===== src/rtl/bdc_pkg.sv =====
package bdc_pkg;

    localparam int unsigned SEQ_W      = 32;
    localparam int unsigned CMD_W      = 32;
    localparam int unsigned FIELD_W    = 32;
    localparam int unsigned DELTA_W    = 33;
    localparam int unsigned ERR_W      = 34;
    localparam int unsigned CNT_W      = 32;
    localparam int unsigned GAIN_W     = 8;
    localparam int unsigned LIMIT_W    = 31;
    localparam int unsigned CFG_IDX_W  = 2;
    localparam int unsigned CFG_DATA_W = 32;

    // configuration register indexes
    localparam logic [CFG_IDX_W-1:0] CFG_GAIN  = 2'd0;
    localparam logic [CFG_IDX_W-1:0] CFG_LIMIT = 2'd1;
    localparam logic [CFG_IDX_W-1:0] CFG_END   = 2'd2;

    localparam logic [GAIN_W-1:0]  GAIN_RESET  = 8'd8;
    localparam logic [LIMIT_W-1:0] LIMIT_RESET = 31'd2000;
    localparam logic [SEQ_W-1:0]   END_RESET   = 32'd20000;

    // how the front classified an item
    typedef enum logic [1:0] {
        KIND_FIRST,
        KIND_COMPARE,
        KIND_IGNORED
    } kind_t;

    // one queue entry, front to back
    typedef struct packed {
        logic [SEQ_W-1:0]              seq;
        kind_t                         kind;
        logic [CNT_W-1:0]              items;
        logic                          finished;
        logic [2:0][CMD_W-1:0]         cmd;
        logic [2:0][DELTA_W-1:0]       delta;
    } entry_t;

    typedef struct packed {
        logic first_pending;
        logic done;
    } front_status_t;

endpackage


===== src/rtl/bdc_back.sv =====
module bdc_back import bdc_pkg::*; (
    input  logic                 aclk,
    input  logic                 aresetn,
    input  logic [GAIN_W-1:0]    gain,
    input  logic [LIMIT_W-1:0]   command_limit,
    input  logic                 q_valid,
    output logic                 q_ready,
    input  entry_t               q_data,
    output logic                 m_valid,
    input  logic                 m_ready,
    output logic [SEQ_W-1:0]     m_sequence_out,
    output logic                 m_compared,
    output logic                 m_mismatch,
    output logic [ERR_W-1:0]     m_error_sum,
    output logic [CNT_W-1:0]     m_mismatch_total,
    output logic [ERR_W-1:0]     m_largest_error,
    output logic [CNT_W-1:0]     m_items_seen,
    output logic                 m_finished
);

    localparam int unsigned PROD_W = DELTA_W + GAIN_W;  // 41, magnitude < 2^40
    localparam int unsigned REF_W  = LIMIT_W + 1;
    localparam int unsigned ABS_W  = CMD_W;             // |cmd - ref| < 2^32

    typedef struct packed {
        logic [SEQ_W-1:0] seq;
        kind_t            kind;
        logic [CNT_W-1:0] items;
        logic             finished;
    } meta_t;

    typedef struct packed {
        meta_t                       meta;
        logic [2:0][CMD_W-1:0]       cmd;
        logic [2:0][PROD_W-1:0]      prod;
    } st1_t;

    typedef struct packed {
        meta_t                       meta;
        logic [2:0][CMD_W-1:0]       cmd;
        logic [2:0][REF_W-1:0]       refc;
    } st2_t;

    typedef struct packed {
        meta_t                       meta;
        logic [2:0][ABS_W-1:0]       mag;
    } st3_t;

    typedef struct packed {
        meta_t            meta;
        logic [ERR_W-1:0] err;
    } st4_t;

    st1_t st1_reg, st1_next;
    st2_t st2_reg, st2_next;
    st3_t st3_reg, st3_next;
    st4_t st4_reg, st4_next;
    logic v1_reg, v2_reg, v3_reg, v4_reg, out_valid_reg;
    logic take1, take2, take3, take4, take_out;

    logic [SEQ_W-1:0] seq_out_reg;
    logic             compared_reg;
    logic             mismatch_reg;
    logic [ERR_W-1:0] err_out_reg;
    logic [CNT_W-1:0] mismatch_cnt_reg;
    logic [ERR_W-1:0] peak_reg;
    logic [CNT_W-1:0] items_out_reg;
    logic             finished_reg;
    logic             out_compared;
    logic             out_mismatch;

    logic signed [PROD_W:0]   prod_full [3];
    logic signed [PROD_W-1:0] lim_w;
    logic signed [PROD_W-1:0] neg_lim_w;
    logic signed [PROD_W-1:0] neg_prod [3];
    logic signed [CMD_W:0]    diff_a [3];
    logic signed [CMD_W:0]    diff_b [3];

    // per-stage load enables, back to front
    assign take_out = !out_valid_reg || m_ready;
    assign take4    = !v4_reg || take_out;
    assign take3    = !v3_reg || take4;
    assign take2    = !v2_reg || take3;
    assign take1    = !v1_reg || take2;
    assign q_ready  = take1;

    // stage 1: field change times gain
    always_comb begin
        st1_next.meta = '{seq: q_data.seq, kind: q_data.kind,
                          items: q_data.items, finished: q_data.finished};
        st1_next.cmd  = q_data.cmd;
        for (int i = 0; i < 3; i++) begin
            prod_full[i]     = $signed(q_data.delta[i]) * $signed({1'b0, gain});
            st1_next.prod[i] = prod_full[i][PROD_W-1:0];
        end
    end

    // stage 2: ref = -prod, clamped to +/- limit
    assign lim_w     = $signed({{(PROD_W-LIMIT_W){1'b0}}, command_limit});
    assign neg_lim_w = -lim_w;

    always_comb begin
        st2_next.meta = st1_reg.meta;
        st2_next.cmd  = st1_reg.cmd;
        for (int i = 0; i < 3; i++) begin
            neg_prod[i] = -$signed(st1_reg.prod[i]);
            if ($signed(st1_reg.prod[i]) < neg_lim_w) begin
                st2_next.refc[i] = {1'b0, command_limit};
            end else if ($signed(st1_reg.prod[i]) > lim_w) begin
                st2_next.refc[i] = -{1'b0, command_limit};
            end else begin
                st2_next.refc[i] = neg_prod[i][REF_W-1:0];
            end
        end
    end

    // stage 3: absolute difference, both signs in parallel
    always_comb begin
        st3_next.meta = st2_reg.meta;
        for (int i = 0; i < 3; i++) begin
            diff_a[i] = $signed({st2_reg.cmd[i][CMD_W-1], st2_reg.cmd[i]})
                      - $signed({st2_reg.refc[i][REF_W-1], st2_reg.refc[i]});
            diff_b[i] = $signed({st2_reg.refc[i][REF_W-1], st2_reg.refc[i]})
                      - $signed({st2_reg.cmd[i][CMD_W-1], st2_reg.cmd[i]});
            st3_next.mag[i] = diff_a[i][CMD_W] ? diff_b[i][ABS_W-1:0]
                                               : diff_a[i][ABS_W-1:0];
        end
    end

    // stage 4: three-axis sum, zero unless compared
    always_comb begin
        st4_next.meta = st3_reg.meta;
        if (st3_reg.meta.kind == KIND_COMPARE) begin
            st4_next.err = ERR_W'(st3_reg.mag[0]) + ERR_W'(st3_reg.mag[1])
                         + ERR_W'(st3_reg.mag[2]);
        end else begin
            st4_next.err = '0;
        end
    end

    assign out_compared = (st4_reg.meta.kind == KIND_COMPARE);
    assign out_mismatch = out_compared && (st4_reg.err != '0);

    always_ff @(posedge aclk) begin
        if (take1) st1_reg <= st1_next;
        if (take2) st2_reg <= st2_next;
        if (take3) st3_reg <= st3_next;
        if (take4) st4_reg <= st4_next;
        if (take_out && v4_reg) begin
            seq_out_reg   <= st4_reg.meta.seq;
            compared_reg  <= out_compared;
            mismatch_reg  <= out_mismatch;
            err_out_reg   <= st4_reg.err;
            items_out_reg <= st4_reg.meta.items;
            finished_reg  <= st4_reg.meta.finished;
        end
    end

    always_ff @(posedge aclk) begin
        if (!aresetn) begin
            v1_reg           <= 1'b0;
            v2_reg           <= 1'b0;
            v3_reg           <= 1'b0;
            v4_reg           <= 1'b0;
            out_valid_reg    <= 1'b0;
            mismatch_cnt_reg <= '0;
            peak_reg         <= '0;
        end else begin
            if (take1)    v1_reg        <= q_valid;
            if (take2)    v2_reg        <= v1_reg;
            if (take3)    v3_reg        <= v2_reg;
            if (take4)    v4_reg        <= v3_reg;
            if (take_out) out_valid_reg <= v4_reg;
            if (take_out && v4_reg && out_mismatch) begin
                mismatch_cnt_reg <= mismatch_cnt_reg + 1'b1;
                if (st4_reg.err > peak_reg) begin
                    peak_reg <= st4_reg.err;
                end
            end
        end
    end

    assign m_valid          = out_valid_reg;
    assign m_sequence_out   = seq_out_reg;
    assign m_compared       = compared_reg;
    assign m_mismatch       = mismatch_reg;
    assign m_error_sum      = err_out_reg;
    assign m_mismatch_total = mismatch_cnt_reg;
    assign m_largest_error  = peak_reg;
    assign m_items_seen     = items_out_reg;
    assign m_finished       = finished_reg;

endmodule


===== config.mk =====
export PLATFORM = sky130hd
export DESIGN_NAME = bdc_back
export DESIGN_NICKNAME = d
export VERILOG_FILES = /design/src/rtl/bdc_pkg.sv /design/src/rtl/bdc_back.sv
export SDC_FILE = /design/constraint.sdc
export NUM_CORES = 2
export LEC_CHECK = 0
export BUFFER_PORTS_ARGS = -buffer_cell sky130_fd_sc_hd__buf_2
export CAP_MARGIN = 0
export CELL_PAD_IN_SITES_DETAIL_PLACEMENT = 0
export CELL_PAD_IN_SITES_GLOBAL_PLACEMENT = 1
export CORE_ASPECT_RATIO = 0.75
export CORE_MARGIN = 2
export CORE_UTILIZATION = 45
export DETAILED_ROUTE_END_ITERATION = 16
export PLACE_DENSITY = 0.79
export SYNTH_ARGS = -nofsm -noshare
export SYNTH_HDL_FRONTEND = slang
export SYNTH_SLANG_ARGS = --single-unit

===== constraint.sdc =====
create_clock -name aclk -period 11.37 [get_ports aclk]
set_input_delay 0 -clock aclk [delete_from_list [all_inputs] [get_ports aclk]]
set_output_delay 0 -clock aclk [all_outputs]
set_load 0.005 [all_outputs]

==> results.sh <==
export IMPL_netlist_area_sq_um=79500
export IMPL_rsz0062_at_grt="false"
export IMPL_post_place_ws_ps=4550
export IMPL_postCtsSetupBuffers=0
export IMPL_fin_ws_ps=4920
export IMPL_final_layout_size_suffix_gt1_frac=0.0895
export IMPL_ios=474
export IMPL_grt_usage=0.263
export IMPL_area_growth_pct=14.7
export IMPL_hpwlAfterDp_mm=183
export IMPL_syn_num_nets=9335
export IMPL_skew_ps=48.8
export IMPL_wl_mm=236
export IMPL_end_kind="flip-flop"
export IMPL_numCtsBuffers=96
export IMPL_p_int_uw=12900
export IMPL_drtIter0Drc=5229
export IMPL_synthDistinctLibCells=93
export IMPL_drc=0
export IMPL_cts_tree="yes"
export IMPL_power_switching_uw=11100
export IMPL_cts_sinks=981
export IMPL_synth_edff_count=910
export IMPL_synth_top_area_frac=0.344
export IMPL_rows=133
export IMPL_core_area_sq_um=175000
export IMPL_initial_utilization=0.453
export IMPL_worstSetupStartpointType="primary input"
export IMPL_fin_tns_setup_ps=0
export IMPL_drv_slew=0
export IMPL_grt_antenna_before_repair=29
export IMPL_gp_congestion=0.960
export IMPL_h_tree_depth=3
export IMPL_fin_nets=10100
export IMPL_grt_max_degree=106
export IMPL_die_area_sq_um=180000
export IMPL_wire_per_inst_microns=21.8
export IMPL_vias=59500
export IMPL_seqPwrFrac=0.265
export IMPL_synth_cells=7670
export IMPL_setup_violations=0
export IMPL_ys_ff_latch=981
export IMPL_worstHoldPathType="primary input to flip-flop"
export IMPL_switching_share=0.462
export IMPL_synth_area_top_cells="edfxtp_1, fa_1, ha_1"
export IMPL_via_per_inst=5.49
export IMPL_power_uw=24000
export IMPL_cp_arrival_ps=6800
export IMPL_final_antenna_net_count=0
export IMPL_hold_buffers=359
export IMPL_insertion_delay_ps=760
export IMPL_drv_cap=0
export IMPL_final_area_sq_um=91200
export IMPL_fin_crit_ps=6450
export IMPL_die_h_microns=368
export IMPL_crit_fanout=58
export IMPL_ctsResizeCount=0
export IMPL_synth_ff_type="edfxtp_1"
export IMPL_clock_power_share=0.140
export IMPL_dr_pass1_iters=6
export IMPL_critical_path_class="primary input to flip-flop"
export IMPL_worstPathRequired_ps=11720
export IMPL_grt_pass1_vias=59500
export IMPL_die_w_microns=489
export IMPL_fill_cells=15600
export IMPL_place_port_buffers=473
export IMPL_tightest_slew_ps=1150
export IMPL_fmax_ghz=0.155
export IMPL_yosysMostFrequentCell="inv_1"
export IMPL_status="finished clean"
export IMPL_ctsLongestPathBuffers=3
export IMPL_power_per_cell_area_nw_per_um2=263
export IMPL_ys_top_cells_by_count="inv_1, edfxtp_1, ha_1"
export IMPL_yosys_area_top_type="edfxtp_1"
export IMPL_combPwrFrac=0.595
export IMPL_vdd_drop_max_mv=0.182
export IMPL_avgSynthCellArea_sq_um=10.4
export IMPL_grt_pass1_wl_mm=363
export IMPL_largest_reg_flops=286
export IMPL_cts_root_buffer="clkbuf_16"
export IMPL_cts_clk_slew_worst_paths_ps=70
export IMPL_yosys_warnings=0
export IMPL_grt_ovfl_total=0
export IMPL_synthArstFlopShare=0
export IMPL_finalHoldViolations=0
export IMPL_ys_seq_area_frac=0.362
export IMPL_placed_area_sq_um=84300
export IMPL_fin_crit_sh=0.568
export IMPL_slew_headroom=0.233
export IMPL_p_leak_uw=0.0417
## placed cells by master (no fill, tap or decap), types with 19 or more instances in the layout
master         netlist  layout
diode_2              0      20
clkbuf_16            0      98
or3_1               31      30
nor3_1              78      78
o21ai_0            266     266
o31ai_1             21      21
and3_1              45      45
o21a_1              42      42
nand2_1            628     625
nor2_1             324     324
o211ai_1            35      35
and2_1             504     504
a21oi_1            454     454
ha_1               715     715
xor2_1             120     119
dlygate4sd3_1        0     361
nor4_1              53      50
o21bai_1            64      64
buf_4                3      48
or4_1               20      20
nor2b_1             70      69
a211oi_1            43      43
dfxtp_1             71      71
edfxtp_1           910     910
mux2_2              30      30
a21o_1             275     275
nand4_1             93      93
buf_2               26     470
a31oi_1             40      39
inv_1             1126    1125
fa_1               645     645
mux2i_1             56      56
nand3_1            114     113
a221oi_1            20      19
nand2b_1            41      41
xnor2_1            240     240
## logic make-up after synthesis
group,share of synthesized area
simple gates,0.133
mux,0.0115
buf+inv,0.0660
compound gates,0.113
flops,0.362
xor+xnor,0.0399
fa+ha+maj,0.275
## through the flow
stage | util | cells | hold slack [ps]
after floorplan | - | 7670 | 98.9
after global placement | 0.481 | 10300 | 176
after detailed placement | 0.481 | 10300 | 178
after CTS | 0.520 | 10800 | 0.818
after global routing | 0.520 | 10800 | 10.2
final | 0.520 | 10900 | 22.3
## power by group through the flow
stage | Sequential, uW | Clock [uW] | Combinational (uW)
final | 6360 | 3370 | 14300
after global routing | 6400 | 3570 | 16000
after CTS | 6330 | 3410 | 14200
after detailed placement | 6390 | 0 | 14000
after global placement | 6390 | 0 | 13800
after floorplan | 5770 | 0 | 10300
## layout make-up
cell class                      instances  area [sq um]  area share
Clock inverter                         65           739     0.00811
Clock buffer                          115          2520      0.0276
Inverter                             1129          4240      0.0465
Sequential cell                       981         28700       0.315
Tap cell                             2362          2960      0.0324
Timing Repair Buffer                  879          6330      0.0694
Antenna cell                           20          50.0    0.000549
Multi-Input combinational cell       5304         45600       0.500
## final timing paths
kind | slack (ps) | to | cells after the start | from
setup / recovery | 4920 | st2_reg[10] | 18 | command_limit[5]
hold / removal | 20 | m_valid | 3 | aresetn
setup reg to reg | 6610 | st3_reg[90] | 13 | st2_reg[67]
hold reg to reg | 390 | st2_reg[131] | 0 | st1_reg[158]
## worst max-delay path, cell delays in order
cell and delay (ps):
dlygate4sd3_1 590, buf_2 220, or3_1 400, or3_1 510, nor3_4 580, nand2_2 240
or4_1 630, nor2_1 560, ha_1 230, nand4_1 100, nor3_1 290, inv_1 90
a2111oi_0 540, buf_4 220, o311ai_1 80, buf_4 180, nand2_2 770, o21ai_0 520
## routing by layer
| layer | share of wire | up-vias | wire length, microns | GRT usage |
|---|---|---|---|---|
| met5 | 0.00011 | - | 27 | 0 |
| met4 | 0.025 | 4 | 5850 | 0.0633 |
| met3 | 0.075 | 295 | 17800 | 0.0403 |
| met2 | 0.44 | 2127 | 105000 | 0.407 |
| met1 | 0.46 | 29600 | 108000 | 0.387 |
| li1 | - | 27500 | - | - |
Note: power is estimated with default switching activity, not from simulation.
