File: config.mk
export PLATFORM = sky130hd
export DESIGN_NAME = bdc_front
export DESIGN_NICKNAME = d
export VERILOG_FILES = /design/src/rtl/bdc_pkg.sv /design/src/rtl/bdc_front.sv
export SDC_FILE = /design/constraint.sdc
export NUM_CORES = 1
export LEC_CHECK = 0
export BUFFER_PORTS_ARGS = -buffer_cell sky130_fd_sc_hd__buf_2
export CORE_AREA = 2 2 203 205
export CTS_CLUSTER_DIAMETER = 30
export DETAILED_ROUTE_END_ITERATION = 10
export DIE_AREA = 0 0 205 207
export PLACE_DENSITY = 0.59
export REMOVE_ABC_BUFFERS = 1
export SLEW_MARGIN = 5
export SYNTH_ARGS = -nofsm -noshare
export SYNTH_HDL_FRONTEND = slang
export SYNTH_SLANG_ARGS = --single-unit
export TNS_END_PERCENT = 50
File: constraint.sdc
create_clock -name aclk -period 9.1 [get_ports aclk]
set_input_delay 0.91 -clock aclk [delete_from_list [all_inputs] [get_ports aclk]]
set_output_delay 0.91 -clock aclk [all_outputs]
set_load 0.05 [all_outputs]
File: src/rtl/bdc_pkg.sv
package bdc_pkg;

    localparam int unsigned SEQ_W      = 32;
    localparam int unsigned CMD_W      = 32;
    localparam int unsigned FIELD_W    = 32;
    localparam int unsigned DELTA_W    = 33;
    localparam int unsigned ERR_W      = 34;
    localparam int unsigned CNT_W      = 32;
    localparam int unsigned GAIN_W     = 8;
    localparam int unsigned LIMIT_W    = 31;
    localparam int unsigned CFG_IDX_W  = 2;
    localparam int unsigned CFG_DATA_W = 32;

    // configuration register indexes
    localparam logic [CFG_IDX_W-1:0] CFG_GAIN  = 2'd0;
    localparam logic [CFG_IDX_W-1:0] CFG_LIMIT = 2'd1;
    localparam logic [CFG_IDX_W-1:0] CFG_END   = 2'd2;

    localparam logic [GAIN_W-1:0]  GAIN_RESET  = 8'd8;
    localparam logic [LIMIT_W-1:0] LIMIT_RESET = 31'd2000;
    localparam logic [SEQ_W-1:0]   END_RESET   = 32'd20000;

    // how the front classified an item
    typedef enum logic [1:0] {
        KIND_FIRST,
        KIND_COMPARE,
        KIND_IGNORED
    } kind_t;

    // one queue entry, front to back
    typedef struct packed {
        logic [SEQ_W-1:0]              seq;
        kind_t                         kind;
        logic [CNT_W-1:0]              items;
        logic                          finished;
        logic [2:0][CMD_W-1:0]         cmd;
        logic [2:0][DELTA_W-1:0]       delta;
    } entry_t;

    typedef struct packed {
        logic first_pending;
        logic done;
    } front_status_t;

endpackage

File: src/rtl/bdc_front.sv
module bdc_front import bdc_pkg::*; (
    input  logic                  aclk,
    input  logic                  aresetn,
    input  logic                  s_valid,
    output logic                  s_ready,
    input  logic [SEQ_W-1:0]      s_sequence_req,
    input  logic signed [CMD_W-1:0]   s_cmd_x,
    input  logic signed [CMD_W-1:0]   s_cmd_y,
    input  logic signed [CMD_W-1:0]   s_cmd_z,
    input  logic signed [FIELD_W-1:0] s_field_x,
    input  logic signed [FIELD_W-1:0] s_field_y,
    input  logic signed [FIELD_W-1:0] s_field_z,
    input  logic [SEQ_W-1:0]      end_sequence,
    input  logic                  q_full,
    output logic                  push,
    output entry_t                push_data,
    output front_status_t         status
);

    logic [2:0][FIELD_W-1:0] prev_reg, prev_next;
    logic [2:0][FIELD_W-1:0] field;
    logic                    first_reg, first_next;
    logic                    done_reg, done_next;
    logic [CNT_W-1:0]        items_reg, items_next;

    assign s_ready = !q_full;
    assign push    = s_valid && s_ready;
    assign field   = {s_field_z, s_field_y, s_field_x};

    assign status.first_pending = first_reg;
    assign status.done          = done_reg;

    always_comb begin
        prev_next  = prev_reg;
        first_next = first_reg;
        done_next  = done_reg;
        items_next = items_reg;

        push_data.seq = s_sequence_req;
        push_data.cmd = {s_cmd_z, s_cmd_y, s_cmd_x};
        for (int i = 0; i < 3; i++) begin
            push_data.delta[i] = {field[i][FIELD_W-1], field[i]}
                               - {prev_reg[i][FIELD_W-1], prev_reg[i]};
        end

        if (done_reg) begin
            push_data.kind = KIND_IGNORED;
        end else if (first_reg) begin
            push_data.kind = KIND_FIRST;
            first_next     = 1'b0;
            items_next     = items_reg + 1'b1;
            prev_next      = field;
        end else begin
            push_data.kind = KIND_COMPARE;
            items_next     = items_reg + 1'b1;
            prev_next      = field;
            if (s_sequence_req >= end_sequence) begin
                done_next = 1'b1;
            end
        end

        push_data.items    = items_next;
        push_data.finished = done_next;
    end

    always_ff @(posedge aclk) begin
        if (!aresetn) begin
            prev_reg  <= '0;
            first_reg <= 1'b1;
            done_reg  <= 1'b0;
            items_reg <= '0;
        end else if (push) begin
            prev_reg  <= prev_next;
            first_reg <= first_next;
            done_reg  <= done_next;
            items_reg <= items_next;
        end
    end

endmodule

==> results.cfg, run 1 <==
[power_and_ir_drop]
clockPowerShare_pct = 29.6
switching_share_pct = 44.9
p_switching_mw = 1.02
pwr-share-comb_pct = 44.1
power.leakage_nw = 6.30
pwr-share-seq_pct = 26.3
irDropWorstVdd_uv = 107
p_int_mw = 1.26
power_density_nw_per_um2 = 160

[clock_tree]
cts_tree = yes
clockRootBuffer = clkbuf_16
htreeDepth = 4
cts_setup_buffers = 0
path_clk_slew_ns = 0.06
cts_num_sinks = 130
cts_resized = 0
cts_buffers = 17
cts_max_path_buffers = 2
holdBufCountCts = 0
clk_latency_ns = 0.46

[final_layout]
nets = 2255
area_delta_synth_final_pct = 13.8
fillers = 4327
fin_cells = 2413
largest_reg_flops = 96
drive_gt1_share_pct = 20.9

[timing]
fin_setup_tns_ns = 0
period_needed_ns = 4.84
worst_slack_ns = 4.26
finClkSkew_ns = 0.00957
rsz0062_at_grt = no
post-route-period-util_pct = 53.2
slew_headroom_pct = 47.5
tightest_slew_ns = 0.787
hold_violations = 0
holdWs_ns = 0.462
slew_violations = 0
finalSetupViolCount = 0
max_clock_freq_ghz = 0.206

[synthesis]
synth_seq_cells = 130
post_synth.cell_area_avg_um2 = 7.39
async_flop_share_pct = 0
yosysTopAreaCell = dfxtp_1
synth_edf_count = 0
synth.distinct_cells = 71
netlist_instances = 1700
synth_flop_cell = dfxtp_1
yosys.area.top_type_share_pct = 20.7
ys_seq_area_share_pct = 20.7
yosys_warnings = 0
yosys-top-cells-area = dfxtp_1, ha_1, nand2_1
synth_area_um2 = 12600

[routing]
drtIter0Drc = 657
drc_errors = 0
ant_nets = 0
wire_per_inst_um = 19.6
drtPass1Iterations = 5
viasPerCell = 5.04
routed-via-count = 12200
drt-total-wl_mm = 47.3

[floorplanning]
core_area_um2 = 40400
die-area_um2 = 42400
dieWidth_um = 205
initial_core_util_pct = 31.1
die_y_um = 207
fp-row-count = 74
io_pins = 526

[hold_path]
hold_path.class = flop to flop

[placement]
io_buffers = 333
place_congestion = 0.873
place_ws_ns = 4.26
hpwl_mm = 37.7
dp_cells = 2376

[run]
timing.max_cap.violations = 0

[worst_setup_path]
worstSetupPathType = primary input to output port
critPathMaxFanout = 6
start_kind = primary input
required_ns = 8.19
critPathCaptureType = output port
crit_arrival_ns = 3.93

[grt]
grt_start_max_net_pins = 68
grt.overflow.total = 0
grtUsageTotal_pct = 21.7
grt_pass1_vias = 11400
grt_pass1_wl_mm = 69.5
antenna_found_initial = 8

[outcome]
status = complete, no violations
## synthesized netlist by cell type, types with 7 or more instances
master / number
and2_1: 24
o31ai_1: 7
nor2b_1: 22
nand4_1: 19
nor2_1: 72
buf_4: 132
o21ai_0: 70
clkbuf_1: 54
a21oi_1: 79
inv_1: 159
xnor2_1: 88
nor3_1: 19
a31oi_1: 8
ha_1: 129
xor2_1: 36
a21boi_0: 119
dfxtp_1: 130
o21a_1: 20
nand2b_1: 21
nand2_1: 269
or3_1: 14
nand3_1: 43
a211oi_1: 8
a21o_1: 52
and3_1: 11
## cell type report
class                      instances  area (um2)  share of cell area (%)
clock inverter                    15         139                   0.971
multi-input combinational       1218        8160                    57.0
tap                              532         666                    4.66
sequential                       130        2600                    18.2
timing repair buffer             337        1700                    11.9
antenna                            5        12.5                  0.0875
clock buffer                      17         425                    2.98
inverter                         159         597                    4.17
## per-stage QoR
stage	utilization, %	power (mW)	area, um2
6_report	35.4	2.28	14300
5_1_grt	35.4	2.40	14300
4_1_cts	35.4	2.31	14300
3_5_place_dp	34.0	1.62	13700
3_3_place_gp	34.0	1.61	13700
2_1_floorplan	-	1.32	11300
## layer usage
layer / share of wire, % / track usage, %
met5: 1.2 / 8.87
met4: 1.7 / 5.85
met3: 15 / 14.8
met2: 41 / 31.1
met1: 42 / 25.6
## critical path, stage by stage
cell and delay [ns]:
buf_2 0.11, inv_1 0.04, ha_1 0.22, fa_1 0.44, nor2b_4 0.14, o31ai_2 0.08
a21oi_2 0.25, a2111o_1 0.21, a31oi_2 0.12, a21oi_2 0.27, a221oi_4 0.13, or4b_2 0.65
nand3_1 0.10, buf_2 0.26
## final timing paths
kind / from / end / slack [ns] / cells after the start
setup / recovery: s_field_x[0] / push_data[28] / 4.26 / 14
hold / removal: prev_reg[44]$_SDFFE_PN0P_ / prev_reg[44]$_SDFFE_PN0P_ / 0.46 / 2
setup reg to reg: items_reg[8]$_SDFFE_PN0P_ / items_reg[31]$_SDFFE_PN0P_ / 6.64 / 7
hold reg to reg: prev_reg[44]$_SDFFE_PN0P_ / prev_reg[44]$_SDFFE_PN0P_ / 0.46 / 2
## cells by family after synthesis
group | count (synthesis) | share of synthesized area (%)
AO/OA/AOI/OAI | 425 | 23.1
multiplexers | 1 | 0.0896
XOR/XNOR | 124 | 8.64
flip-flops | 130 | 20.7
buffers and inverters | 352 | 14.5
adder cells (fa/ha/maj) | 132 | 13.3
AND/OR/NAND/NOR | 536 | 19.6
## power groups by stage
stage / clock (mW) / combinational [mW] / sequential [mW]
2_1_floorplan: 0 / 0.708 / 0.613
3_3_place_gp: 0 / 0.998 / 0.613
3_5_place_dp: 0 / 1.00 / 0.614
4_1_cts: 0.698 / 1.01 / 0.601
5_1_grt: 0.722 / 1.08 / 0.604
6_report: 0.675 / 1.01 / 0.602
## cell usage in the layout (no fill, tap or decap), types with 20 or more instances in the layout
cell type and instances:
a21boi_0 119, a21o_1 52, a21oi_1 79, and2_1 24, buf_2 332, dfxtp_1 130, ha_1 129, inv_1 159
nand2_1 269, nand2b_1 20, nand3_1 43, nor2_1 71, nor2b_1 22, o21a_1 20, o21ai_0 70, xnor2_1 88
xor2_1 36
(Power assumes the default switching activity.)
==> inputs of run 2 (changes only) <==
- ABC_AREA: not set -> 1
- CORE_AREA: 2 2 203 205 -> 2 2 207 209
- DIE_AREA: 0 0 205 207 -> 0 0 209 211
- clock period: 9.1 -> 4.7 ns (I/O delays scaled with it)
==> run 2 against run 1 <==
Net effect: non-clock buffer count rose by 4; critical path depth down 3; hold slack got worse by 0.15 ns; critical endpoint is now push_data[90]; largest power group unchanged.
==> results.cfg, run 2 <==
[routing]
ant_nets = 0
drc_errors = 0
drtIter0Drc = 901
drt-total-wl_mm = 67.9
routed-via-count = 14300
viasPerCell = 5.09
wire_per_inst_um = 24.1
drtPass1Iterations = 5

[timing]
rsz0062_at_grt = no
fin_setup_tns_ns = 0
holdWs_ns = 0.311
post-route-period-util_pct = 75.1
tightest_slew_ns = 0.872
finClkSkew_ns = 0.00946
slew_headroom_pct = 41.8
hold_violations = 0
max_clock_freq_ghz = 0.283
period_needed_ns = 3.53
slew_violations = 0
finalSetupViolCount = 0

[synthesis]
synth_flop_cell = dfxtp_1
synth_area_um2 = 13000
yosysTopAreaCell = dfxtp_1
yosys_warnings = 0
yosys-top-cells-area = dfxtp_1, ha_1, nand2_1
synth_common_cells = nand2_1, inv_1, a21oi_1
netlist_instances = 2062
synth_seq_cells = 130
yosys.area.top_type_share_pct = 20.0
synth_edf_count = 0
async_flop_share_pct = 0
synth.distinct_cells = 37
yosysMostFrequentCell = nand2_1
post_synth.cell_area_avg_um2 = 6.32
ys_seq_area_share_pct = 20.0

[clock_tree]
cts_setup_buffers = 0
clk_latency_ns = 0.44
cts_buffers = 17
path_clk_slew_ns = 0.06
cts_max_path_buffers = 2
holdBufCountCts = 0
htreeDepth = 4
cts_resized = 0
clockRootBuffer = clkbuf_16
cts_tree = yes
cts_num_sinks = 130

[grt]
busiest_layer = met2
grt_pass1_vias = 13100
grtUsageTotal_pct = 29.9
met2_usage_pct = 45.8
grt.overflow.total = 0
use_met3_pct = 23.7
grt_start_max_net_pins = 83
antenna_found_initial = 30
grtUsageMet1_pct = 29.1
grt_pass1_wl_mm = 93.2

[power_and_ir_drop]
power.leakage_nw = 7.38
power_density_nw_per_um2 = 349
irDropWorstVdd_uv = 208

[floorplanning]
initial_core_util_pct = 31.2
die-area_um2 = 44100
die_y_um = 211
core_area_um2 = 41800
fp-row-count = 75
io_pins = 526
dieWidth_um = 209

[worst_setup_path]
critPathCaptureType = output port
cp_common_cell = nand2_1
critPathSlowestCell = o21ai_0
critPathMaxFanout = 4
critical_path.cell_chain = ha_1, fa_1, o21ai_0, nand2_1, nand2_1, nand3_1, nand2_1, nand3_1, a21o_1, nand2_1, buf_2
max_stage_delay_ns = 0.60
cp_top_family = compound AO/OA/AOI/OAI gates
required_ns = 4.23
start_kind = flop
cp-startpoint = prev_reg[64]$_SDFFE_PN0P_
worstSetupPathType = flop to output port
reg2reg_from = done_reg$_SDFFE_PN0P_
critical_path_buf_inv_count = 1
crit_arrival_ns = 3.06

[placement]
place_congestion = 1.01
io_buffers = 333
hpwl_mm = 59.4

[final_layout]
nets = 2638
fillers = 4668
multi_input_area_um2 = 8150
largest_reg_flops = 96
final_cell_mix = nand2_1, buf_2, inv_1, a21oi_1, o21ai_0
drive_gt1_share_pct = 17.2
area_delta_synth_final_pct = 14.9
final_common_cell = nand2_1
seqCellArea_um2 = 2600

[hold_path]
min_from = s_field_y[0]
hold_path.class = primary input to flop

[outcome]
status = complete, no violations

[run]
timing.max_cap.violations = 0
[run 2: changes by cell type in the layout (fill, tap and decap cells not counted), sizes merged, moves of 25 or more]
cell	previous run	this run
a21oi	82	266
nand2	269	425
inv	160	299
o21ai	75	192
a21boi	119	4
nor2	72	152
xnor2	88	12
xor2	36	82
a21o	52	12
nand3	43	80
and2	25	0
[run 2: tightest hold or removal path: cells and delay by family]
family	cells	cell delay (ns)
buffers and inverters	2	0.17
AOI/OAI and AO/OA	1	0.06
[run 2: metrics by stage]
stage | util, % | worst slack, ns | total power, mW | area [um2] | cells
floorplan | - | 0.194 | 3.00 | 11900 | 1886
global placement | 34.2 | 1.30 | 3.74 | 14300 | 2766
detailed placement | 34.2 | 1.29 | 3.75 | 14300 | 2766
CTS | 35.8 | 1.17 | 5.26 | 14900 | 2798
global route | 35.8 | 1.01 | 5.51 | 14900 | 2805
finish | 35.9 | 1.17 | 5.22 | 15000 | 2815
[run 2: final timing paths]
path | slack, ns | cells after the start | to
max reg2reg | 2.45 | 6 | prev_reg[91]$_SDFFE_PN0P_
min | 0.31 | 3 | prev_reg[32]$_SDFFE_PN0P_
max | 1.17 | 11 | push_data[90]
min reg2reg | 0.46 | 2 | prev_reg[85]$_SDFFE_PN0P_
[run 2: power breakdown]
| group | switching [mW] | internal [mW] | total [mW] |
|---|---|---|---|
| logic | 1.89 | 0.641 | 2.53 |
| clock network | 0.538 | 0.942 | 1.48 |
| registers | 0.0374 | 1.18 | 1.21 |
[run 2: cell type report]
| class | count | share of cell area, % |
|---|---|---|
| multi-input combinational | 1457 | 54.4 |
| antenna | 17 | 0.284 |
| clock buffer | 23 | 3.26 |
| tap | 539 | 4.50 |
| sequential | 130 | 17.4 |
| clock inverter | 9 | 1.01 |
| timing repair buffer | 341 | 11.6 |
| inverter | 299 | 7.51 |
[run 2: kinds of logic after synthesis]
kind of cell / Yosys count / share of synthesized area, %
AO/OA/AOI/OAI: 495 / 19.8
XOR/XNOR: 94 / 6.32
adder cells (fa/ha/maj): 132 / 12.8
buffers and inverters: 475 / 17.5
flip-flops: 130 / 20.0
AND/OR/NAND/NOR: 736 / 23.6
[run 2: routing by layer]
| layer | vias to the layer above | routed length, um | share of wire, % |
|---|---|---|---|
| met2 | 726 | 28000 | 41 |
| met5 | - | 370 | 0.54 |
| met4 | 18 | 4530 | 6.7 |
| li1 | 6992 | - | - |
| met1 | 6472 | 23100 | 34 |
| met3 | 124 | 12000 | 18 |
