### src/rtl/bdc_pkg.sv
package bdc_pkg;

    localparam int unsigned SEQ_W      = 32;
    localparam int unsigned CMD_W      = 32;
    localparam int unsigned FIELD_W    = 32;
    localparam int unsigned DELTA_W    = 33;
    localparam int unsigned ERR_W      = 34;
    localparam int unsigned CNT_W      = 32;
    localparam int unsigned GAIN_W     = 8;
    localparam int unsigned LIMIT_W    = 31;
    localparam int unsigned CFG_IDX_W  = 2;
    localparam int unsigned CFG_DATA_W = 32;

    // configuration register indexes
    localparam logic [CFG_IDX_W-1:0] CFG_GAIN  = 2'd0;
    localparam logic [CFG_IDX_W-1:0] CFG_LIMIT = 2'd1;
    localparam logic [CFG_IDX_W-1:0] CFG_END   = 2'd2;

    localparam logic [GAIN_W-1:0]  GAIN_RESET  = 8'd8;
    localparam logic [LIMIT_W-1:0] LIMIT_RESET = 31'd2000;
    localparam logic [SEQ_W-1:0]   END_RESET   = 32'd20000;

    // how the front classified an item
    typedef enum logic [1:0] {
        KIND_FIRST,
        KIND_COMPARE,
        KIND_IGNORED
    } kind_t;

    // one queue entry, front to back
    typedef struct packed {
        logic [SEQ_W-1:0]              seq;
        kind_t                         kind;
        logic [CNT_W-1:0]              items;
        logic                          finished;
        logic [2:0][CMD_W-1:0]         cmd;
        logic [2:0][DELTA_W-1:0]       delta;
    } entry_t;

    typedef struct packed {
        logic first_pending;
        logic done;
    } front_status_t;

endpackage

### src/rtl/bdc_queue.sv
module bdc_queue import bdc_pkg::*; #(
    parameter int unsigned DEPTH = 4
) (
    input  logic   aclk,
    input  logic   aresetn,
    input  logic   push,
    input  entry_t push_data,
    output logic   full,
    output logic   pop_valid,
    input  logic   pop_ready,
    output entry_t pop_data
);

    localparam int unsigned PTR_W = (DEPTH > 1) ? $clog2(DEPTH) : 1;
    localparam int unsigned FILL_W = $clog2(DEPTH + 1);

    entry_t             mem_reg [DEPTH];
    logic [PTR_W-1:0]   wr_ptr_reg;
    logic [PTR_W-1:0]   rd_ptr_reg;
    logic [FILL_W-1:0]  count_reg;
    logic               do_pop;

    function automatic logic [PTR_W-1:0] ptr_inc(input logic [PTR_W-1:0] p);
        logic [PTR_W-1:0] r;
        if (p == PTR_W'(DEPTH - 1)) r = '0;
        else                        r = p + 1'b1;
        return r;
    endfunction

    assign full      = (count_reg == FILL_W'(DEPTH));
    assign pop_valid = (count_reg != '0);
    assign pop_data  = mem_reg[rd_ptr_reg];
    assign do_pop    = pop_valid && pop_ready;

    always_ff @(posedge aclk) begin
        if (push) begin
            mem_reg[wr_ptr_reg] <= push_data;
        end
    end

    always_ff @(posedge aclk) begin
        if (!aresetn) begin
            wr_ptr_reg <= '0;
            rd_ptr_reg <= '0;
            count_reg  <= '0;
        end else begin
            if (push)   wr_ptr_reg <= ptr_inc(wr_ptr_reg);
            if (do_pop) rd_ptr_reg <= ptr_inc(rd_ptr_reg);
            case ({push, do_pop})
                2'b10:   count_reg <= count_reg + 1'b1;
                2'b01:   count_reg <= count_reg - 1'b1;
                default: count_reg <= count_reg;
            endcase
        end
    end

endmodule

### config.mk
export PLATFORM = sky130hd
export DESIGN_NAME = bdc_queue
export DESIGN_NICKNAME = d
export VERILOG_FILES = /design/src/rtl/bdc_pkg.sv /design/src/rtl/bdc_queue.sv
export SDC_FILE = /design/constraint.sdc
export NUM_CORES = 1
export LEC_CHECK = 0
export CELL_PAD_IN_SITES_DETAIL_PLACEMENT = 1
export CELL_PAD_IN_SITES_GLOBAL_PLACEMENT = 2
export CORE_MARGIN = 2
export CORE_UTILIZATION = 29
export DETAILED_ROUTE_END_ITERATION = 16
export DONT_BUFFER_PORTS = 1
export HOLD_SLACK_MARGIN = 0.1
export MAX_ROUTING_LAYER = met4
export PLACE_DENSITY = 0.57
export SLEW_MARGIN = 15
export SYNTH_ARGS = -nofsm -noshare
export SYNTH_HDL_FRONTEND = slang
export SYNTH_SLANG_ARGS = --single-unit
### constraint.sdc
create_clock -name aclk -period 16.6 [get_ports aclk]
set_input_delay 0.83 -clock aclk [delete_from_list [all_inputs] [get_ports aclk]]
set_output_delay 0.83 -clock aclk [all_outputs]
set_load 0.05 [all_outputs]
==> results.txt, run 1 <==
outcome: complete, no violations
Flop pwr share: 43.6%
FF+latch count, synth: 1057
Max Fanout on Critical Path: 44
# setup viols final: 0
layout cell share with drive strength beyond 1: 28.2%
Post-DP HPWL: 54.3 mm
Sw Share: 31.1%
Hold Buf Count CTS: 0
first-pass GRT wire length: 122 mm
Cell Area, Synth: 38300 µm²
WHS Path Cells: 0
largest net degree at the start of global routing: 125
post-synthesis cell type count: 24
R2R Setup Slk: 13.10 ns
initial drt markers: 990
htree depth: 3
vias in the first global route: 16700
buffers added on ports: 0
Largest register FFs: 1048
NetSw: 2.22 mW
RSZ-0062 raised after global routing: no
fin. max-slew vios: 0
Int Pwr: 4.92 mW
worst r2r dst: mem_reg[2][137]
commonest cells after routing, fill and taps aside: 1048 x edfxtp_1, 262 x mux4_2, 110 x clkbuf_16
total placed cells including tap cells: 3137
Hold WS: 0.205 ns
gr usage total: 12.8%
drt total wl: 84.9 mm
CTS root buf: clkbuf_16
WL/cell: 25.5 µm
Comb pwr share: 21.9%
post-synthesis async set-or-reset flop share: 0%
Final Hold Fails: 0
vias per inst: 4.56
CTS clk-pin slew, worst paths: 0.06 ns
actual slew at the worst max-slew pin: 1.06 ns
worst endpoint required time: 15.77 ns
final net count: 1766
Final Cell Area: 43900 µm²
EDFF count, synth: 1048
Worst setup EP type: primary output
WP data arrival: 4.04 ns
Starting Density: 29.2%
# rows: 133
Primary FF master, synth: edfxtp_1
initial antenna violation count: 3
post-synthesis area per instance: 27.0 µm²
CTS tree: yes
worst skew pair latency: 0.71 ns
clk buf depth: 3
worst hold path endpoint: mem_reg[0][110]
gr ovfl total: 0
PwrDens: 163 nW/µm²
Hold Crit Class: input pin to flip-flop
Syn Inst Count: 1419
syn nets: 1692
CTS buffer count: 109
R2R depth: 5
max-cap viol count: 0
non-filler instance count after layout: 3334
Hold Path Origin: push_data[110]
clock power share: 34.5%
Setup TNS Final: 0 ns
ANT cells: 0
Final Critical Period: 4.87 ns
Seq/Total Area, Yosys: 82.7%
worst vdd rail ir drop: 0.000121 V
Area Overhead vs Synth: 14.7%
Core Area: 131000 µm²
GPL Wtd Cong: 0.846
post-route ant nets: 0
CTS sink count: 1057
Leakage: 13.1 nW
Pre-antenna DRT Iters: 5
Remaining DRCs: 0
Post-CTS Setup Bufs: 0
class of the most critical setup path: flip-flop to primary output
# resized after CTS: 0
Die Width: 367 µm
total vias in the final route: 15200
Fmax: 0.205 GHz
area after detailed placement: 40300 µm²
Die ar.: 135000 µm²
overall die height: 367 µm
Final Skew: 0.0332 ns
Syn. warnings: 0
Final Cycle Share: 29.3%
reg-to-reg critical path startpoint: wr_ptr_reg[0]
commonest non-fill, non-tap cell in the layout: edfxtp_1
Ports: 530
Slew HR: 29.2%
Startpoint Class: flip-flop
==> critical path, cell delays in order (launching register included) <==
cell     delay [ns]
dfxtp_4        0.85
buf_4          0.81
buf_4          0.76
mux4_2         0.77
==> layout make-up <==
class	count	area, µm²
Multi-Input combinational cell	297	6170
Tap cell	1755	2200
Clock inverter	61	772
Fill cell	12700	87200
Sequential cell	1057	31700
Clock buffer	136	2850
Timing Repair Buffer	21	208
Inverter	7	26.3
==> layer usage <==
| metal | routed length (µm) | GRT usage (%) | share of wire [%] | vias to the layer above |
|---|---|---|---|---|
| met5 | 0 | - | 0 | - |
| met3 | 11100 | 7.22 | 13 | 134 |
| met4 | 2260 | 4.29 | 2.7 | 0 |
| met1 | 31600 | 14.0 | 37 | 8129 |
| li1 | - | - | - | 6339 |
| met2 | 40000 | 19.7 | 47 | 589 |
==> synthesized netlist by cell type (3+ instances only) <==
cell      count  area share, %
buf_2        28           0.37
dfxtp_1       9           0.47
ha_1          6           0.20
and2_1        6          0.098
inv_1         7          0.069
o21ai_0       4          0.052
buf_6        21           0.62
edfxtp_1   1048             82
clkbuf_1      9          0.088
mux4_2      262             15
nand2_1       3          0.029
==> through the flow <==
step / util, % / power [mW] / setup WS (ns)
finish: 33.5 / 7.14 / 11.73
global route: 33.5 / 7.39 / 11.28
CTS: 33.5 / 7.25 / 11.48
detailed placement: 30.7 / 4.77 / 12.29
global placement: 30.7 / 4.75 / 12.35
floorplan: - / 4.59 / 9.20
==> power groups by stage <==
stage          Combinational, mW  Sequential, mW  Clock [mW]
2_1_floorplan               1.44            3.15           0
3_3_place_gp                1.58            3.17           0
3_5_place_dp                1.59            3.18           0
4_1_cts                     1.60            3.12        2.54
5_1_grt                     1.63            3.13        2.63
6_report                    1.56            3.12        2.46
==> logic make-up after synthesis <==
| family | count (synthesis) | synth area share, % |
|---|---|---|
| flip-flops | 1057 | 82.7 |
| multiplexers | 263 | 15.5 |
| buffers and inverters | 65 | 1.14 |
| AND/OR/NAND/NOR | 18 | 0.265 |
| AO/OA/AOI/OAI | 7 | 0.105 |
| adder cells (fa/ha/maj) | 7 | 0.249 |
| XOR/XNOR | 2 | 0.0458 |
==> how the worst max path moves through the flow <==
stage	start	to	slack, ns
3_3_place_gp	flip-flop	pop_data[170]	12.35
2_1_floorplan	push	mem_reg[0][0]	9.20
6_report	flip-flop	pop_data[237]	11.73
4_1_cts	flip-flop	pop_data[173]	11.48
5_1_grt	flip-flop	pop_data[173]	11.28
3_5_place_dp	flip-flop	pop_data[237]	12.29
Power figures use the tool's default switching activity.
==> run 2, diff against run 1 <==
--- a/config.mk
+++ b/config.mk
@@ -5,6 +5,7 @@
 export SDC_FILE = /design/constraint.sdc
 export NUM_CORES = 1
 export LEC_CHECK = 0
+export ABC_AREA = 1
 export CELL_PAD_IN_SITES_DETAIL_PLACEMENT = 1
 export CELL_PAD_IN_SITES_GLOBAL_PLACEMENT = 2
 export CORE_MARGIN = 2
@@ -13,7 +14,7 @@
 export DONT_BUFFER_PORTS = 1
 export HOLD_SLACK_MARGIN = 0.1
 export MAX_ROUTING_LAYER = met4
-export PLACE_DENSITY = 0.57
+export PLACE_DENSITY = 0.62
 export SLEW_MARGIN = 15
 export SYNTH_ARGS = -nofsm -noshare
 export SYNTH_HDL_FRONTEND = slang
==> constraint.sdc (replaced) <==
create_clock -name aclk -period 5 [get_ports aclk]
set_input_delay 0.25 -clock aclk [delete_from_list [all_inputs] [get_ports aclk]]
set_output_delay 0.25 -clock aclk [all_outputs]
set_load 0.05 [all_outputs]
==> run 2 against run 1 <==
Net effect: utilization rose by 2.6 points; combinational power increased to 4.9 times the previous value; synthesized cell count is 83% higher; routed wire length up 24%; critical endpoint is now pop_data[225]; largest power group unchanged.
==> results.txt, run 2 <==
max-cap viol count: 0 (unchanged)
CTS clk-pin slew, worst paths: 0.06 ns (about the same)
worst vdd rail ir drop: 0.000367 V (was 0.000121 V)
met3 WL post-DR: 8.16 mm (was 11.1 mm)
fillers: 13800 (was 12700)
CTS tree: yes (unchanged)
Sw Share: 37.5% (was 31.1%)
# rows: 134 (was 133)
Cell Area, Synth: 39000 µm² (was 38300 µm²)
Startpoint Class: flip-flop (unchanged)
Hold Buf Count CTS: 268 (was 0)
FF+latch count, synth: 1057 (unchanged)
commonest cells after routing, fill and taps aside: 1048 x edfxtp_1, 527 x nor2_1, 428 x o21ai_0 (was 1048 x edfxtp_1, 262 x mux4_2, 110 x clkbuf_16)
GPL Wtd Cong: 0.765 (was 0.846)
# setup viols final: 0 (unchanged)
Seq/Total Area, Yosys: 81.2% (was 82.7%)
first-pass GRT wire length: 158 mm (was 122 mm)
clock power share: 30.1% (was 34.5%)
WL/cell: 21.7 µm (was 25.5 µm)
WHS Path Cells: 1 (was 0)
Final Critical Period: 3.98 ns
worst endpoint required time: 4.75 ns (was 15.77 ns)
R2R depth: 10 (was 5)
overall die height: 371 µm (was 367 µm)
Final Cell Area: 48100 µm² (was 43900 µm²)
CTS root buf: clkbuf_16 (unchanged)
Worst setup EP type: primary output (unchanged)
vias in the first global route: 25500 (was 16700)
NetSw: 9.68 mW (was 2.22 mW)
synth cell count leaders: 1048 x edfxtp_1, 527 x nor2_1, 428 x o21ai_0 (was 1048 x edfxtp_1, 262 x mux4_2, 28 x buf_2)
Post-DP HPWL: 60.0 mm (was 54.3 mm)
drt total wl: 106 mm (was 84.9 mm)
Fmax: 0.251 GHz
Final Skew: 0.0231 ns (was 0.0332 ns)
class of the most critical setup path: flip-flop to primary output (unchanged)
fin. max-slew vios: 0 (unchanged)
Comb pwr share: 29.8% (was 21.9%)
PwrDens: 537 nW/µm² (was 163 nW/µm²)
post-synthesis async set-or-reset flop share: 0% (unchanged)
largest net degree at the start of global routing: 186 (was 125)
Hold WS: 0.211 ns (was 0.205 ns)
clk buf depth: 3 (unchanged)
EDFF count, synth: 1048 (unchanged)
outcome: complete, no violations (unchanged)
RSZ-0062 raised after global routing: no (unchanged)
gr ovfl total: 0 (unchanged)
Core Area: 133000 µm² (was 131000 µm²)
syn nets: 2868 (was 1692)
cell accounting for the most synthesized area: edfxtp_1 (unchanged)
actual slew at the worst max-slew pin: 1.32 ns (was 1.06 ns)
Pre-antenna DRT Iters: 5 (unchanged)
Syn Inst Count: 2595 (was 1419)
Die ar.: 137000 µm² (was 135000 µm²)
Slew HR: 13.6% (was 29.2%)
Hold Crit Class: input pin to flip-flop (unchanged)
Max Fanout on Critical Path: 137 (was 44)
post-synthesis area per instance: 15.0 µm² (was 27.0 µm²)
final net count: 3239 (was 1766)
Syn. warnings: 0 (unchanged)
initial drt markers: 1221 (was 990)
layout cell share with drive strength beyond 1: 10.9% (was 28.2%)
# resized after CTS: 0 (unchanged)
Largest register FFs: 1048 (unchanged)
Int Pwr: 16.1 mW (was 4.92 mW)
CTS sink count: 1057 (unchanged)
Primary FF master, synth: edfxtp_1 (unchanged)
top-count cell post-synth: edfxtp_1 (unchanged)
Die Width: 371 µm (was 367 µm)
Post-CTS Setup Bufs: 0 (unchanged)
vias per inst: 4.82 (was 4.56)
buffers added on ports: 0 (unchanged)
worst skew pair latency: 0.74 ns (was 0.71 ns)
initial antenna violation count: 28 (was 3)
Final Cycle Share: 79.6%
CTS buffer count: 110 (was 109)
area after detailed placement: 41900 µm² (was 40300 µm²)
htree depth: 3 (unchanged)
WL met2: 51.8 mm (was 40.0 mm)
Area Overhead vs Synth: 23.4% (was 14.7%)
Final Hold Fails: 0 (unchanged)
post-synthesis cell type count: 23 (was 24)
top routing layer in use: met4 (unchanged)
Synth area leaders: edfxtp_1 81%, o21ai_0 5.5%, nor2_1 5.1%, o22ai_1 4.2%, o21ai_1 1.3% (was edfxtp_1 82%, mux4_2 15%, buf_6 0.62%, dfxtp_1 0.47%, buf_2 0.37%)
Ports: 530 (unchanged)
Leakage: 15.6 nW (was 13.1 nW)
Remaining DRCs: 0 (unchanged)
M1 WL: 43.1 mm (was 31.6 mm)
area fraction of the dominant cell type after synthesis: 80.7% (was 82.3%)
Flop pwr share: 40.0% (was 43.6%)
WP data arrival: 3.73 ns (was 4.04 ns)
Setup TNS Final: 0 ns (unchanged)
post-route ant nets: 0 (unchanged)
Starting Density: 29.2% (about the same)
total vias in the final route: 23400 (was 15200)
gr usage total: 15.6% (was 12.8%)
commonest non-fill, non-tap cell in the layout: edfxtp_1 (unchanged)
==> run 2: kinds of logic (layout without fill, tap and decap cells) <==
family                     Yosys count  count (layout)  share of synthesized area [%]
other                                0              29                              0
AOI/OAI and AO/OA                  796             796                           11.1
and+or+nand+nor                    545             545                           5.28
buffers and inverters              190             655                           2.25
DFF                               1057            1057                           81.2
adders and majority gates            7               7                          0.244
==> run 2: worst paths after layout <==
check	start	to	slack, ns
worst min register to register	wr_ptr_reg[1]	wr_ptr_reg[1]	0.54
worst max-delay path	flip-flop	pop_data[225]	1.02
worst min-delay path	push_data[18]	mem_reg[0][18]	0.21
worst max register to register	count_reg[0]	count_reg[2]	2.17
==> run 2: power groups by stage <==
stage          Combinational (mW)  Clock (mW)  Sequential (mW)
2_1_floorplan                5.59           0             10.5
5_1_grt                      8.21        8.35             10.4
4_1_cts                      7.80        8.01             10.3
3_5_place_dp                 7.50           0             10.5
3_3_place_gp                 7.35           0             10.5
6_report                     7.70        7.79             10.3
==> run 2: final cells by class <==
cell class / count / area (µm²) / share of cell area, %
clock inverters: 62 / 549 / 1.14
repair buffers: 432 / 4090 / 8.50
diodes: 29 / 72.6 / 0.151
flip-flops and latches: 1057 / 31700 / 65.8
clock buffers: 144 / 2880 / 5.99
multi-input cells: 1348 / 6560 / 13.6
well taps: 1768 / 2210 / 4.60
inverters: 17 / 93.8 / 0.195
==> run 2: critical path: stages (launching register included) <==
cell and delay [ns]:
dfxtp_4 0.57, inv_8 0.76, buf_4 0.42, o21ai_1 0.11, o22ai_1 0.96
==> run 2: stage by stage <==
stage	std cells	total power, mW	worst slack, ns	util [%]
final	4857	25.8	1.02	36.1
after global placement	4354	17.9	1.76	31.4
after CTS	4828	26.2	0.896	36.0
after floorplan	2595	16.1	0.00493	-
after global routing	4854	26.9	0.781	36.0
after detailed placement	4354	18.0	1.74	31.4
==> run 2: layer usage <==
layer  global-route usage (%)  up-vias
met1                     17.8    12000
met4                     4.84        0
met3                     5.21      153
met2                     25.7      611
met5                        -        -
li1                         -    10700
